<file path="src/tma_pkg.sv">
// Shared types and constants for the trimmed moving average filter.
// Depends on nothing; every other file in src imports it.
package tma_pkg;

  // Window length and sample width of the filter.
  localparam int WINDOW       = 15;
  localparam int SAMPLE_WIDTH = 16;

  // The divisor counts the samples left after the minimum and maximum are dropped.
  localparam int DIVISOR = WINDOW - 2;

  // The running sum carries one guard bit beyond the growth of the window.
  localparam int SUM_W = SAMPLE_WIDTH + $clog2(WINDOW) + 1;

  // Reduction tree geometry: leaves padded up to a power of two.
  localparam int LEVELS = $clog2(WINDOW);
  localparam int LEAVES = 1 << LEVELS;

  // Reciprocal for the constant divide. Rounding the reciprocal up with
  // log2(divisor) extra fraction bits makes the truncated product exact
  // for every magnitude below 2**SUM_W.
  localparam int DIV_SHIFT = SUM_W + $clog2(DIVISOR);
  localparam longint unsigned RECIP =
    ((64'd1 << DIV_SHIFT) + longint'(DIVISOR) - 64'd1) / longint'(DIVISOR);
  localparam int RECIP_W = DIV_SHIFT - $clog2(DIVISOR) + 1;
  localparam int PROD_W  = SUM_W + RECIP_W;
  localparam int QUOT_W  = PROD_W - DIV_SHIFT;

  typedef logic signed [SAMPLE_WIDTH-1:0] sample_t;
  typedef sample_t window_t [WINDOW];

  // Sum, minimum and maximum of the window, passed to the divider.
  typedef struct packed {
    logic signed [SUM_W-1:0] sum;
    sample_t                 lo;
    sample_t                 hi;
  } reduce_t;

endpackage

</file>
<file path="src/tma_reduce.sv">
// Registered-free reduction tree: sum, minimum and maximum of the window.
// Depends on tma_pkg for the window type and tree geometry.
module tma_reduce (
  input  tma_pkg::window_t win,
  output tma_pkg::reduce_t red
);
  import tma_pkg::*;

  logic signed [SUM_W-1:0] sum_lvl [LEVELS+1][LEAVES];
  sample_t                 lo_lvl  [LEVELS+1][LEAVES];
  sample_t                 hi_lvl  [LEVELS+1][LEAVES];

  // Pairwise tree; padding leaves add zero and repeat the newest sample
  // so that they never change the minimum or the maximum.
  always_comb begin
    for (int l = 0; l <= LEVELS; l++) begin
      for (int i = 0; i < LEAVES; i++) begin
        sum_lvl[l][i] = '0;
        lo_lvl[l][i]  = win[0];
        hi_lvl[l][i]  = win[0];
      end
    end
    for (int i = 0; i < WINDOW; i++) begin
      sum_lvl[0][i] = SUM_W'(win[i]);
      lo_lvl[0][i]  = win[i];
      hi_lvl[0][i]  = win[i];
    end
    for (int l = 0; l < LEVELS; l++) begin
      for (int i = 0; i < (LEAVES >> (l + 1)); i++) begin
        sum_lvl[l+1][i] = sum_lvl[l][2*i] + sum_lvl[l][2*i+1];
        lo_lvl[l+1][i]  = (lo_lvl[l][2*i+1] < lo_lvl[l][2*i]) ?
                          lo_lvl[l][2*i+1] : lo_lvl[l][2*i];
        hi_lvl[l+1][i]  = (hi_lvl[l][2*i+1] > hi_lvl[l][2*i]) ?
                          hi_lvl[l][2*i+1] : hi_lvl[l][2*i];
      end
    end
  end

  assign red.sum = sum_lvl[LEVELS][0];
  assign red.lo  = lo_lvl[LEVELS][0];
  assign red.hi  = hi_lvl[LEVELS][0];

endmodule

</file>
<file path="src/tma_div.sv">
// Trims the extremes from the window sum and divides by the constant divisor.
// Depends on tma_pkg for the reduction struct and reciprocal constants.
module tma_div (
  input  tma_pkg::reduce_t red,
  output tma_pkg::sample_t average
);
  import tma_pkg::*;

  logic signed [SUM_W-1:0]  trimmed;
  logic                     neg;
  logic        [SUM_W-1:0]  mag;
  logic        [PROD_W-1:0] prod;
  logic        [QUOT_W-1:0] quot;
  logic        [QUOT_W:0]   signed_quot;

  // Drop one copy of the minimum and one of the maximum.
  assign trimmed = red.sum - SUM_W'(red.lo) - SUM_W'(red.hi);

  // Divide the magnitude so the quotient truncates toward zero.
  assign neg  = trimmed[SUM_W-1];
  assign mag  = neg ? SUM_W'(-trimmed) : SUM_W'(trimmed);
  assign prod = PROD_W'(mag) * PROD_W'(RECIP);
  assign quot = prod[PROD_W-1:DIV_SHIFT];

  // Restore the sign; the mean lies within the sample range.
  assign signed_quot = neg ? -{1'b0, quot} : {1'b0, quot};
  assign average     = signed_quot[SAMPLE_WIDTH-1:0];

endmodule

</file>
<file path="src/trimmed_moving_average_filter.sv">
// Trimmed moving average: the average of a request appears at the clock
// edge that accepts its sample. Throughput is one
// request per cycle, set by the single output register; input stalls only
// while that register is full and stalled. Synchronous reset clears the
// window to zeros and empties the output register at once.
module trimmed_moving_average_filter (
  input  logic                                  clk,
  input  logic                                  rst,
  input  logic                                  sample_valid,
  output logic                                  sample_stall,
  input  logic signed [tma_pkg::SAMPLE_WIDTH-1:0] sample,
  output logic                                  average_valid,
  input  logic                                  average_stall,
  output logic signed [tma_pkg::SAMPLE_WIDTH-1:0] average
);
  import tma_pkg::*;

  window_t window;
  window_t window_next;
  reduce_t red;
  sample_t average_next;
  logic    accept;

  // The output register is free unless it holds a stalled result.
  assign sample_stall = average_valid && average_stall;
  assign accept       = sample_valid && !sample_stall;

  // Window as it stands once the new sample is shifted in.
  always_comb begin
    window_next[0] = sample;
    for (int k = 1; k < WINDOW; k++) begin
      window_next[k] = window[k-1];
    end
  end

  tma_reduce u_reduce (
    .win (window_next),
    .red (red)
  );

  tma_div u_div (
    .red     (red),
    .average (average_next)
  );

  // Window shift and result register.
  always_ff @(posedge clk) begin
    if (rst) begin
      for (int k = 0; k < WINDOW; k++) begin
        window[k] <= '0;
      end
      average_valid <= 1'b0;
    end else begin
      if (accept) begin
        window        <= window_next;
        average       <= average_next;
        average_valid <= 1'b1;
      end else if (!average_stall) begin
        average_valid <= 1'b0;
      end
    end
  end

  // An accepted request always produces a result in the next cycle.
  a_accept_gives_result: assert property (@(posedge clk) disable iff (rst)
    accept |=> average_valid)
    else $error("accepted sample did not produce an average");

  // The newest window entry is the sample that was just accepted.
  a_window_head: assert property (@(posedge clk) disable iff (rst)
    accept |=> (window[0] == $past(sample)))
    else $error("window head does not hold the accepted sample");

  // The trimmed mean stays between the window's minimum and maximum.
  a_mean_in_range: assert property (@(posedge clk) disable iff (rst)
    accept |=> ((average >= $past(red.lo)) && (average <= $past(red.hi))))
    else $error("average outside the window range");

  // With no result pending, the block never holds off a new sample.
  a_idle_accepts: assert property (@(posedge clk) disable iff (rst)
    !average_valid |-> !sample_stall)
    else $error("input stalled while output register is empty");

  // Reset leaves the output register empty.
  a_reset_empty: assert property (@(posedge clk)
    rst |=> !average_valid)
    else $error("output valid after reset");

endmodule
</file>
<file path="config.mk">
export PLATFORM = sky130hd
export DESIGN_NAME = trimmed_moving_average_filter
export DESIGN_NICKNAME = d
export VERILOG_FILES = /design/src/tma_pkg.sv /design/src/tma_reduce.sv /design/src/tma_div.sv /design/src/trimmed_moving_average_filter.sv
export SDC_FILE = /design/constraint.sdc
export NUM_CORES = 2
export LEC_CHECK = 0
export ABC_AREA = 1
export BUFFER_PORTS_ARGS = -buffer_cell sky130_fd_sc_hd__clkbuf_2
export CAP_MARGIN = 0
export CELL_PAD_IN_SITES_DETAIL_PLACEMENT = 1
export CELL_PAD_IN_SITES_GLOBAL_PLACEMENT = 1
export CORE_UTILIZATION = 50
export DETAILED_ROUTE_END_ITERATION = 10
export PLACE_DENSITY = 0.81
export SYNTH_ARGS = -nofsm -noshare
export SYNTH_HDL_FRONTEND = slang
export SYNTH_SLANG_ARGS = --single-unit
</file>
<file path="constraint.sdc">
create_clock -name clk -period 34 [get_ports clk]
set_clock_uncertainty 0.05 [all_clocks]
set_input_delay 6.8 -clock clk [delete_from_list [all_inputs] [get_ports clk]]
set_output_delay 6.8 -clock clk [all_outputs]
set_load 0.03 [all_outputs]
</file>
; After elaboration in Yosys (flattened, before gate mapping)
; Index checks and enable logic that the tools add are counted.
[totals]
register_bits = 241
in_bits = 20
wordCells = 105
[op_classes]
addsub = 18
multipliers = 1
order_cmp = 30
n_eq_ne = 1
muxes = 34
bitwise = 1
n_reduce_logical = 4
[op_table]
columns = operator, count
row1 = two-way mux 16 bit, 31
row2 = greater-than comparator 16 bit, 15
row3 = less-than comparator 16 bit, 15
row4 = adder 21 bit, 6
row5 = adder 16 x 16 -> 17 bit, 7
row6 = subtractor 21 x 16 -> 21 bit, 2
row7 = multiplier 21 x 22 -> 41 bit (second input constant), 1
row8 = two-way mux 21 bit, 1
row9 = negator 21 bit, 1
row10 = adder 17 x 16 -> 18 bit, 1
row11 = negator 16 bit, 1
row12 = logical AND 1 bit, 2
row13 = two-way mux 1 bit, 2
row14 = inequality test 2 x 1 -> 1 bit (second input constant), 1
row15 = AND reduction 2 bit, 1
row16 = zero test 1 bit, 1
row17 = NOT 1 bit, 1

; Longest topological paths before layout
[depth]
depth_word = 15
mapped_depth = 132
mapped_depth_nobuf = 127

; Modules after synthesis
; A second synthesis with hierarchy kept.
[hier_totals]
hier_cells = 6239
area_unflattened_um2 = 42269.3
[modules_own_cells]
columns = mod, instances, cells_each, area_each_um2, seq_area_each_um2
row1 = tma_reduce, 1, 3101, 20128.1, 0.0
row2 = tma_div, 1, 1648, 11706.2, 0.0
row3 = trimmed_moving_average_filter, 1, 1490, 10435.0, 4984.8

; Worst setup path before layout
; No wires, ideal clock.
[synth_path]
path_type = in2reg
startpoint = input port sample[15] (netlist name)
endpoint = register average[11] (netlist name), data pin
setup_ns = 0.254
arrival_time_ns = 25.329
t_required_ns = 33.696
setup_slack_ns = 8.367
path_stages = 111
path_cell_list = inv_1 -> ha_1 -> buf_4 -> a21oi_1 -> o21ai_0 -> a21oi_2 -> nand2_2 -> nand2_1 -> nand2_1 -> nand2_2 -> clkbuf_1 -> clkbuf_1 -> o21ai_0 -> ha_1 -> nand2_1 -> inv_1 -> nand3_1 -> nor3_1 -> (+75 left out) -> nand3_1 -> a21o_1 -> nand2_1 -> nand2_1 -> a21oi_1 -> inv_1 -> a21oi_1 -> o21ai_0 -> nand3_1 -> nand2_1 -> nand3_1 -> nand2_1 -> xnor2_1 -> inv_1 -> nor3_1 -> or2_2 -> xor2_1 -> inv_1
[synth_between]
elab_chain_len = 15
elab_cells_between_ends = 39
cone_classes = 8 x add/sub / 1 x mul / 14 x order compare / 16 x mux
[synth_lines]
columns = item, line
row1 = from (decl), trimmed_moving_average_filter.sv:11  ; input logic signed [tma_pkg::SAMPLE_WIDTH-1:0] sample,
row2 = less-than comparator 16 bit, tma_reduce.sv:31  ; lo_lvl[l+1][i] = (lo_lvl[l][2*i+1] < lo_lvl[l][2*i]) ?
row3 = two-way mux 16 bit, tma_reduce.sv:31
row4 = less-than comparator 16 bit, tma_reduce.sv:31
row5 = two-way mux 16 bit, tma_reduce.sv:31
row6 = less-than comparator 16 bit, tma_reduce.sv:31
row7 = two-way mux 16 bit, tma_reduce.sv:31
row8 = less-than comparator 16 bit, tma_reduce.sv:31
row9 = two-way mux 16 bit, tma_reduce.sv:31
row10 = subtractor 21 x 16 -> 21 bit, tma_div.sv:17  ; assign trimmed = red.sum - SUM_W'(red.lo) - SUM_W'(red.hi);
row11 = subtractor 21 x 16 -> 21 bit *, tma_div.sv:17
row12 = negator 21 bit, tma_div.sv:21  ; assign mag = neg ? SUM_W'(-trimmed) : SUM_W'(trimmed);
row13 = two-way mux 21 bit, tma_div.sv:21
row14 = multiplier 21 x 22 -> 41 bit, tma_div.sv:22  ; assign prod = PROD_W'(mag) * PROD_W'(RECIP);
row15 = negator 16 bit, tma_div.sv:26  ; assign signed_quot = neg ? -{1'b0, quot} : {1'b0, quot};
row16 = two-way mux 16 bit *, tma_div.sv:26
row17 = via average_next[11], trimmed_moving_average_filter.sv:21  ; sample_t average_next;
row18 = to (signal assigned), trimmed_moving_average_filter.sv:56  ; average <= average_next;
row19 = to (decl), trimmed_moving_average_filter.sv:14  ; output logic signed [tma_pkg::SAMPLE_WIDTH-1:0] average
; Mark *: on every way through the listed nets, which the timed path passes. The rest lies on a longest branch.
; A chain may end at the register's enable or synchronous reset.

; Final worst setup path
; Same ends and word-level chain as after synthesis.

==> summary.txt <==
Clock network
  – Post-cts sizing count: 0
  – CTS Buffer Depth: 3
  – Setup Fix Bufs, Post-CTS: 0
  – Post-CTS Hold Buffers: 0
  – CTS Buf Count: 34
  – CTS root buffer: clkbuf_16
  – TritonCTS clock tree: built
  – Clk sink count: 241
  – Htree depth: 2
  – Clock slew at reported path FFs: 0.06 ns
  – Clock latency at the later pin of the worst-skew pair: 0.58 ns

Route
  – DR iter-0 viols: 2612
  – Vias per inst: 5.83
  – Post-route DRC violation count: 0
  – WL final: 142000 um
  – Drt first pass iters: 7
  – DR WL/cell: 23.3 um
  – Vias: 35.4k
  – Routed Antenna Nets: 0

Flow run
  – Max_cap viols: 0

Timing
  – Setup tns final: 0 ns
  – Hold Vio Cnt, Final: 0
  – Max_slew headroom: 22.0%
  – Max-slew violation count: 0
  – Max Fclk: 32.4 MHz
  – Crit path time final: 30.83 ns
  – Final period util: 90.7%
  – RSZ-0062 raised after global routing: no
  – Slew @ Worst Pin: 1.16 ns
  – Final setup fails: 0

Synth
  – Register area share after synthesis: 13.1%
  – Synth unique cells: 54
  – Share of the synthesized area in the top cell type: 21.7%
  – Synthesized cell area: 0.0382 mm^2
  – Synth Instances: 5167
  – Post-synth top cells: inv_1 (921), nand2_1 (890), ha_1 (661)
  – Top-count cell post-synth: inv_1
  – Ys async rst share: 0%
  – Ys flop type: dfxtp_1
  – Number of synthesized register bits: 241
  – Avg Cell Area, Syn: 7.39 um^2
  – Syn nets: 6158
  – Area contributors post-synth: ha_1 (22%), fa_1 (16%), dfxtp_1 (12%), inv_1 (9.1%), nand2_1 (8.8%)
  – Leading area contributor after synthesis: ha_1
  – Post-synth EDFFs: 16
  – Yosys Warn Count: 0

Layout
  – Fill cells: 9564
  – Share of cells above drive strength 1: 3.37%
  – Nets@finish: 6074
  – Multi-input logic area: 0.0290 mm^2
  – Area delta synth->final: 5.28%
  – FF+latch area: 0.00498 mm^2
  – Diodes inserted: 0

Floorplanning
  – Total die area: 0.0774 mm^2
  – Initial Utilization: 50.9%
  – Die W: 278 um
  – I/O Pins: 38
  – CORE AREA: 0.0749 mm^2
  – Die height: 278 um
  – Std-Cell Rows: 100

GRT
  – GRT overflow: 0
  – Vias in the first global route: 36.5k
  – Antenna violations before repair: 0
  – Largest net degree at the start of global routing: 111
  – All-layer global routing usage: 36.6%
  – First-pass GRT wire length: 216000 um

Placed design
  – Number of port buffers: 37
  – Hpwl dp: 119000 um
  – GPL Wtd Cong: 1.00

Worst setup path
  – Crit path max fanout: 32
  – WS Path Type: input pin to flip-flop
  – Arr. time, crit path: 31.09 ns
  – Most frequent CP cell: nand2_1
  – Crit path capture type: flip-flop
  – Setup crit start kind: input pin
  – CP max-delay cell: nand2_1
  – Slowest stage delay, CP: 0.78 ns
  – Worst Path Required: 34.26 ns

Status
  – Status: finished, final reports clean

Worst hold path
  – Min-Delay Path Class: flip-flop to flip-flop
critical path: cells and delay by family:
kind / cells / cell delay, ns
fa+ha+maj: 18 / 8.32
simple gates: 48 / 7.71
buf+inv: 18 / 3.10
compound gates: 24 / 4.13
xor+xnor: 3 / 0.93
path summary, 6_finish.rpt:
| path | start | endpoint | slack, ns | cells after the start |
|---|---|---|---|---|
| setup / recovery | sample[15] | average[11]$_DFFE_PP_ | 3.17 | 111 |
| hold / removal | average_valid$_SDFFE_PP0P_ | average_valid$_SDFFE_PP0P_ | 0.44 | 2 |
| setup reg to reg | window[55]$_SDFFE_PP0P_ | average[11]$_DFFE_PP_ | 8.18 | 110 |
| hold reg to reg | average_valid$_SDFFE_PP0P_ | average_valid$_SDFFE_PP0P_ | 0.44 | 2 |
area by class of cell:
type | count | share of cell area (%)
clock inverters | 17 | 0.495
multi-input cells | 3831 | 72.2
flip-flops and latches | 241 | 12.4
repair buffers | 49 | 0.707
well taps | 969 | 3.02
clock buffers | 45 | 2.48
inverters | 926 | 8.66
routing by layer:
| metal | vias up | share of wire (%) | global-route usage (%) |
|---|---|---|---|
| met4 | 0 | 4.4 | 14.2 |
| met1 | 17383 | 43 | 48.3 |
| met2 | 1068 | 45 | 59.7 |
| li1 | 16698 | - | - |
| met3 | 267 | 7.4 | 6.24 |
| met5 | - | 0 | 0 |
through the flow:
stage / hold slack (ns) / utilization, % / instances / worst slack [ns] / cell area [um^2]
6_report: 0.439 / 53.6 / 6078 / 3.17 / 40200
5_1_grt: 0.486 / 53.6 / 6078 / 1.32 / 40200
4_1_cts: 0.443 / 53.6 / 6078 / 3.57 / 40200
3_5_place_dp: 0.434 / 52.0 / 6016 / 3.23 / 39000
3_3_place_gp: 0.422 / 52.0 / 6016 / 4.22 / 39000
2_1_floorplan: 0.434 / - / 5167 / 8.37 / 38200
registers in the layout, indices dropped and copies added (netlist names):
name and cells:
window 224, average 16, average_valid 1
cells in the final DEF (no fill, tap or decap), types with 18 or more instances in the layout:
cell	n
a211oi_1	242
a21oi_1	246
and2_1	22
clkbuf_16	36
clkbuf_2	36
dfxtp_1	225
fa_1	310
ha_1	661
inv_1	921
nand2_1	890
nand2_2	28
nand3_1	189
nand4_1	61
nor2_1	394
nor3_1	35
o21ai_0	414
o21ai_1	18
o21bai_1	53
xnor2_1	36
xor2_1	133
cell families (layout without fill, tap and decap cells):
family	count (synthesis)	in the layout	synth area share (%)
AND/OR/NAND/NOR	1651	1651	18.1
buffers and inverters	1095	1037	10.9
AO/OA/AOI/OAI	1040	1040	16.1
adder cells (fa/ha/maj)	971	971	37.9
flip-flops	241	241	13.1
XOR/XNOR	169	169	3.88
Power is not shown: default switching activity piles up to over one toggle a cycle in this logic, so the estimate is an artifact.
